## config.mk

```make
export PLATFORM = sky130hd
export DESIGN_NAME = nmeachk_line_state
export DESIGN_NICKNAME = d
export VERILOG_FILES = /design/src/rtl/nmeachk_pkg.sv /design/src/rtl/nmeachk_line_state.sv
export SDC_FILE = /design/constraint.sdc
export NUM_CORES = 1
export LEC_CHECK = 0
export BUFFER_PORTS_ARGS = -buffer_cell sky130_fd_sc_hd__buf_2
export CORE_UTILIZATION = 57
export DETAILED_ROUTE_END_ITERATION = 6
export GPL_TIMING_DRIVEN = 0
export HOLD_SLACK_MARGIN = 0.08
export PLACE_DENSITY_LB_ADDON = 0.12
export SYNTH_ARGS = -nofsm -noshare
export SYNTH_HDL_FRONTEND = slang
export SYNTH_SLANG_ARGS = --single-unit
```

## constraint.sdc

```tcl
create_clock -name aclk -period 1.95 [get_ports aclk]
set_input_delay 0.0975 -clock aclk [delete_from_list [all_inputs] [get_ports aclk]]
set_output_delay 0.0975 -clock aclk [all_outputs]
set_load 0.03 [all_outputs]
```

## src/rtl/nmeachk_pkg.sv

```systemverilog
`timescale 1ns / 1ps
// ----------------------------------------------------------------------------
// nmeachk_pkg
// Shared constants, result type and character helpers of the sentence checker.
// ----------------------------------------------------------------------------
package nmeachk_pkg;

    localparam logic [7:0] CHAR_NUL    = 8'h00;
    localparam logic [7:0] CHAR_LF     = 8'h0A;
    localparam logic [7:0] CHAR_CR     = 8'h0D;
    localparam logic [7:0] CHAR_DOLLAR = 8'h24;
    localparam logic [7:0] CHAR_STAR   = 8'h2A;

    localparam logic [23:0] WORD_RMC = {8'h52, 8'h4D, 8'h43};
    localparam logic [23:0] WORD_GGA = {8'h47, 8'h47, 8'h41};
    localparam logic [23:0] WORD_GSA = {8'h47, 8'h53, 8'h41};

    localparam logic [1:0] KIND_NONE = 2'd0;
    localparam logic [1:0] KIND_RMC  = 2'd1;
    localparam logic [1:0] KIND_GGA  = 2'd2;
    localparam logic [1:0] KIND_GSA  = 2'd3;

    localparam int RESULT_W = 21;
    localparam int TDATA_W  = 24;

    typedef struct packed {
        logic [7:0] received_sum;
        logic [7:0] computed_sum;
        logic       line_overflow;
        logic       sentence_good;
        logic       checksum_ok;
        logic [1:0] sentence_kind;
    } result_t;

    function automatic logic is_hex(input logic [7:0] c);
        return (c inside {[8'h30:8'h39], [8'h41:8'h46], [8'h61:8'h66]});
    endfunction

    function automatic logic [3:0] hex_val(input logic [7:0] c);
        logic [7:0] v;
        if (c inside {[8'h30:8'h39]}) begin
            v = c - 8'h30;
        end else if (c inside {[8'h61:8'h66]}) begin
            v = c - 8'h57;
        end else begin
            v = c - 8'h37;
        end
        return v[3:0];
    endfunction

endpackage

```

## src/rtl/nmeachk_line_state.sv

```systemverilog
`timescale 1ns / 1ps
// ----------------------------------------------------------------------------
// nmeachk_line_state
// Per-line tracking registers and the result for a byte that ends a line.
// ----------------------------------------------------------------------------
module nmeachk_line_state
    import nmeachk_pkg::*;
#(
    parameter int LINE_CAPACITY = 128
) (
    input  logic       aclk,
    input  logic       aresetn,
    input  logic       step,        // consume rx_byte this cycle
    input  logic [7:0] rx_byte,
    output logic       res_valid,   // rx_byte ends the line
    output result_t    res
);

    localparam int CNT_W = $clog2(LINE_CAPACITY);
    localparam logic [CNT_W-1:0] LAST_CNT = CNT_W'(LINE_CAPACITY - 1);

    logic [CNT_W-1:0] char_count_reg, char_count_next;
    logic             seen_dollar_reg, seen_dollar_next;
    logic             seen_star_reg, seen_star_next;
    logic             star_first_reg, star_first_next;
    logic [7:0]       running_xor_reg, running_xor_next;
    logic [1:0]       hex_taken_reg, hex_taken_next;
    logic             hex_stopped_reg, hex_stopped_next;
    logic [7:0]       hex_value_reg, hex_value_next;
    logic [7:0]       prev_char_reg, prev_char_next;
    logic [7:0]       prev_prev_reg, prev_prev_next;
    logic [2:0]       kind_flags_reg, kind_flags_next;

    logic       is_skip;
    logic       is_lf;
    logic       is_full;
    logic [1:0] kind;
    logic       sum_ok;
    logic [23:0] last3;

    assign is_skip = (rx_byte == CHAR_CR) || (rx_byte == CHAR_NUL);
    assign is_lf   = (rx_byte == CHAR_LF);
    assign is_full = (char_count_reg >= LAST_CNT);
    assign last3   = {prev_prev_reg, prev_char_reg, rx_byte};

    always_comb begin
        if (kind_flags_reg[0]) begin
            kind = KIND_RMC;
        end else if (kind_flags_reg[1]) begin
            kind = KIND_GGA;
        end else if (kind_flags_reg[2]) begin
            kind = KIND_GSA;
        end else begin
            kind = KIND_NONE;
        end
    end

    assign sum_ok = (char_count_reg != '0) && seen_dollar_reg && seen_star_reg
                    && !star_first_reg && (running_xor_reg == hex_value_reg);

    assign res_valid = !is_skip && (is_lf || is_full);

    always_comb begin
        res = '0;
        if (is_lf) begin
            res.sentence_kind = kind;
            res.checksum_ok   = sum_ok;
            res.sentence_good = sum_ok && (kind != KIND_NONE);
            res.computed_sum  = running_xor_reg;
            res.received_sum  = hex_value_reg;
        end else begin
            res.line_overflow = 1'b1;
        end
    end

    always_comb begin
        char_count_next  = char_count_reg;
        seen_dollar_next = seen_dollar_reg;
        seen_star_next   = seen_star_reg;
        star_first_next  = star_first_reg;
        running_xor_next = running_xor_reg;
        hex_taken_next   = hex_taken_reg;
        hex_stopped_next = hex_stopped_reg;
        hex_value_next   = hex_value_reg;
        prev_char_next   = prev_char_reg;
        prev_prev_next   = prev_prev_reg;
        kind_flags_next  = kind_flags_reg;
        if (step && !is_skip) begin
            if (is_lf || is_full) begin
                // end of line: start over
                char_count_next  = '0;
                seen_dollar_next = 1'b0;
                seen_star_next   = 1'b0;
                star_first_next  = 1'b0;
                running_xor_next = '0;
                hex_taken_next   = '0;
                hex_stopped_next = 1'b0;
                hex_value_next   = '0;
                prev_char_next   = '0;
                prev_prev_next   = '0;
                kind_flags_next  = '0;
            end else begin
                char_count_next = char_count_reg + 1'b1;
                if (seen_star_reg && !hex_stopped_reg && (hex_taken_reg < 2'd2)) begin
                    if (is_hex(rx_byte)) begin
                        hex_value_next = {hex_value_reg[3:0], hex_val(rx_byte)};
                        hex_taken_next = hex_taken_reg + 1'b1;
                    end else begin
                        hex_stopped_next = 1'b1;
                    end
                end
                if ((rx_byte == CHAR_STAR) && !seen_star_reg) begin
                    seen_star_next = 1'b1;
                    if (!seen_dollar_reg) begin
                        star_first_next = 1'b1;
                    end
                end else if ((rx_byte == CHAR_DOLLAR) && !seen_dollar_reg) begin
                    seen_dollar_next = 1'b1;
                end else if (seen_dollar_reg && !seen_star_reg) begin
                    running_xor_next = running_xor_reg ^ rx_byte;
                end
                kind_flags_next = kind_flags_reg | {(last3 == WORD_GSA),
                                                    (last3 == WORD_GGA),
                                                    (last3 == WORD_RMC)};
                prev_prev_next = prev_char_reg;
                prev_char_next = rx_byte;
            end
        end
    end

    always_ff @(posedge aclk) begin
        if (!aresetn) begin
            char_count_reg  <= '0;
            seen_dollar_reg <= 1'b0;
            seen_star_reg   <= 1'b0;
            star_first_reg  <= 1'b0;
            running_xor_reg <= '0;
            hex_taken_reg   <= '0;
            hex_stopped_reg <= 1'b0;
            hex_value_reg   <= '0;
            prev_char_reg   <= '0;
            prev_prev_reg   <= '0;
            kind_flags_reg  <= '0;
        end else begin
            char_count_reg  <= char_count_next;
            seen_dollar_reg <= seen_dollar_next;
            seen_star_reg   <= seen_star_next;
            star_first_reg  <= star_first_next;
            running_xor_reg <= running_xor_next;
            hex_taken_reg   <= hex_taken_next;
            hex_stopped_reg <= hex_stopped_next;
            hex_value_reg   <= hex_value_next;
            prev_char_reg   <= prev_char_next;
            prev_prev_reg   <= prev_prev_next;
            kind_flags_reg  <= kind_flags_next;
        end
    end

endmodule

```

==> impl_metrics.json <==
{
  "grt_pass1_wl_um": 9500,
  "p_comb_frac": 0.104,
  "worstSetupStartpointType": "register",
  "cp_slowest_cell": "dfxtp_2",
  "r2r_cells": 8,
  "fin_crit_ns": 2.01,
  "holdPathEnd": "prev_char_reg[6]",
  "worstPathCellList": "xor2_1, nor4_1, nand4_1, nor4_4, o31a_1, buf_6",
  "die_y_um": 68.2,
  "ys.flop_type": "dfxtp_1",
  "crit_fanout": 4,
  "dr.first_iter.drc_count": 114,
  "p_int_mw": 1.40,
  "drt_wl_total_um": 6050,
  "vias": 2181,
  "leakagePower_nw": 1.19,
  "violations": "negative setup slack",
  "antenna_left": 0,
  "cts_tree": "done",
  "fp.dieW_um": 68.2,
  "clk_pin_slew_ns": 0.08,
  "vias_per_cell": 5.85,
  "worstPathArrival_ns": 1.92,
  "p_sw_uw": 462,
  "numCtsBuffers": 5,
  "holdPathStages": 3,
  "ys_warn_count": 0,
  "yosysUniqueCellTypes": 51,
  "netlist_instances": 278,
  "finalSetupViolCount": 2,
  "floorplan.rows": 23,
  "path_buf_inv": 1,
  "first_pass_iters": 4,
  "switching_share": 0.249,
  "drv_cap": 0,
  "critPathMaxStageDelay_ns": 0.35,
  "outcome": "finished with violations",
  "irDropWorstVdd_mv": 0.447,
  "grt.total_usage": 0.280,
  "yosysTopAreaCellShare": 0.385,
  "power_frac_seq": 0.548,
  "core_area_um2": 4120,
  "post-synth-top-area-cell": "dfxtp_1",
  "min_from": "step",
  "r2r_start": "char_count_reg[0]",
  "drv_slew": 0,
  "crit_path_end_kind": "output pin",
  "synth_nets": 296,
  "antenna_found_initial": 0,
  "whs_ns": 0.0947,
  "synth.most_common_cell": "dfxtp_1",
  "grt_max_degree": 17,
  "grt_pass1_vias": 1999,
  "syn-cell-area_um2": 2490,
  "start_util": 0.606,
  "ys_top_cells_by_area": "dfxtp_1 39%, xor2_1 6.0%, and2_1 4.8%",
  "ioPinCount": 33,
  "rsz0062_at_grt": "true",
  "htree_levels": 2,
  "gp_congestion": 0.864,
  "synth-edff-count": 0,
  "r2r_end": "hex_value_reg[1]",
  "skew_ns": 0.00280,
  "drt-wirelength-per-cell_um": 16.2,
  "clk_latency_ns": 0.30,
  "drive_above_1_share": 0.238,
  "rrSetupSlack_ns": 0.15,
  "detailed_place_hpwl_um": 4140,
  "slew_headroom": 0.568,
  "clock-sinks": 48,
  "synth-async-reset-ratio": 0,
  "die_area_um2": 4650,
  "seqCellArea_um2": 966,
  "num-fill-cells": 336,
  "area_delta_synth_final_pct": 19.3,
  "fin_util": 0.723,
  "ctsHoldBuffers": 0,
  "cts_max_path_buffers": 2,
  "crit_family": "simple AND/OR/NAND/NOR gates",
  "pwr_density_cell_nw_per_um2": 625,
  "setup_slack_ns": -0.0630,
  "netlist_top_cells_count": "48 x dfxtp_1, 31 x nor2_1, 19 x and2_1",
  "ys_ff_latch": 48,
  "seq_area_frac_synth": 0.385,
  "multi_input_area_um2": 1500,
  "hp-class": "input port to register",
  "hold_violations": 0,
  "fmax_mhz": 497,
  "fin_nets": 341,
  "finalCritPeriodShare": 1.03,
  "clkPwrFrac": 0.348,
  "crit_required_ns": 1.85,
  "numPortBuffers": 31,
  "worst_pin_slew_ns": 0.645,
  "cts_root_buffer": "clkbuf_8",
  "path_class": "register to output pin",
  "avgSynthCellArea_um2": 8.97,
  "n_antenna_cell": 0,
  "gr-total-overflow": 0,
  "drc_errors": 0
}
-- final cells by class --
cell class              count  share of cell area
well taps                  50              0.0210
plain buffers              13              0.0252
clock buffers               7              0.0324
repair buffers             39              0.0786
multi-input cells         206               0.505
flip-flops and latches     48               0.325
inverters                  10              0.0126
-- metal layers --
layer	GRT usage	share of wire	up-vias
li1	-	-	1073
met1	0.368	0.46	1046
met2	0.444	0.47	52
met3	0.0567	0.040	10
met4	0.117	0.021	0
met5	0	0	-
-- metrics by stage --
step           total power [mW]  setup slack, ns  setup TNS (ns)  cell area [µm²]  std cells
3_5_place_dp               1.21           -0.487          -13.47             2730        359
3_3_place_gp               1.21           -0.444          -12.67             2730        359
2_1_floorplan              1.16           0.0172               0             2510        278
6_report                   1.86          -0.0630         -0.0631             2980        373
5_1_grt                    1.91           -0.191          -0.557             2980        373
4_1_cts                    1.85          -0.0529         -0.0529             2880        367
-- tightest hold or removal path: stages --
cell,delay (ns)
buf_2,0.12
nand3_1,0.07
a21boi_0,0.07
-- worst max path at each step --
stage | start | endpoint | slack [ns] | cells after the start
6_report | hex_value_reg[1] | res[3] | -0.06 | 6
5_1_grt | hex_value_reg[1] | res[3] | -0.19 | 6
4_1_cts | char_count_reg[0] | res[3] | -0.05 | 7
3_5_place_dp | rx_byte[0] | hex_value_reg[2] | -0.49 | 10
3_3_place_gp | rx_byte[0] | hex_value_reg[2] | -0.44 | 10
2_1_floorplan | hex_value_reg[1] | res[3] | 0.02 | 5
-- layout by cell type, fill, tap and decap left out, types with 8 or more instances in the layout --
master	n
a21oi_1	8
a22oi_1	15
a32o_1	9
and2_1	19
buf_2	32
buf_4	8
dfxtp_1	44
nand2_1	13
nand3_1	9
nor2_1	31
nor2b_1	15
xor2_1	17
-- cell families (layout without fill, tap and decap cells) --
group,after synthesis,count (layout),share of synthesized area
buf+inv,24,69,0.0431
flops,48,48,0.385
simple gates,125,125,0.292
compound gates,49,49,0.156
fa+ha+maj,7,7,0.0351
mux,1,1,0.00451
xor+xnor,24,24,0.0843
-- power groups by stage --
stage	logic (mW)	registers, mW	clock network, mW
2_1_floorplan	0.122	1.03	0
3_3_place_gp	0.171	1.04	0
3_5_place_dp	0.174	1.04	0
4_1_cts	0.186	1.02	0.648
5_1_grt	0.214	1.02	0.680
6_report	0.194	1.02	0.647
-- timing repair --
item,CTS,global route
pin swaps,5,6
gates resized for setup,12,18
setup endpoints to repair,33,39
setup buffers,2,6
Power figures use the tool's default switching activity.
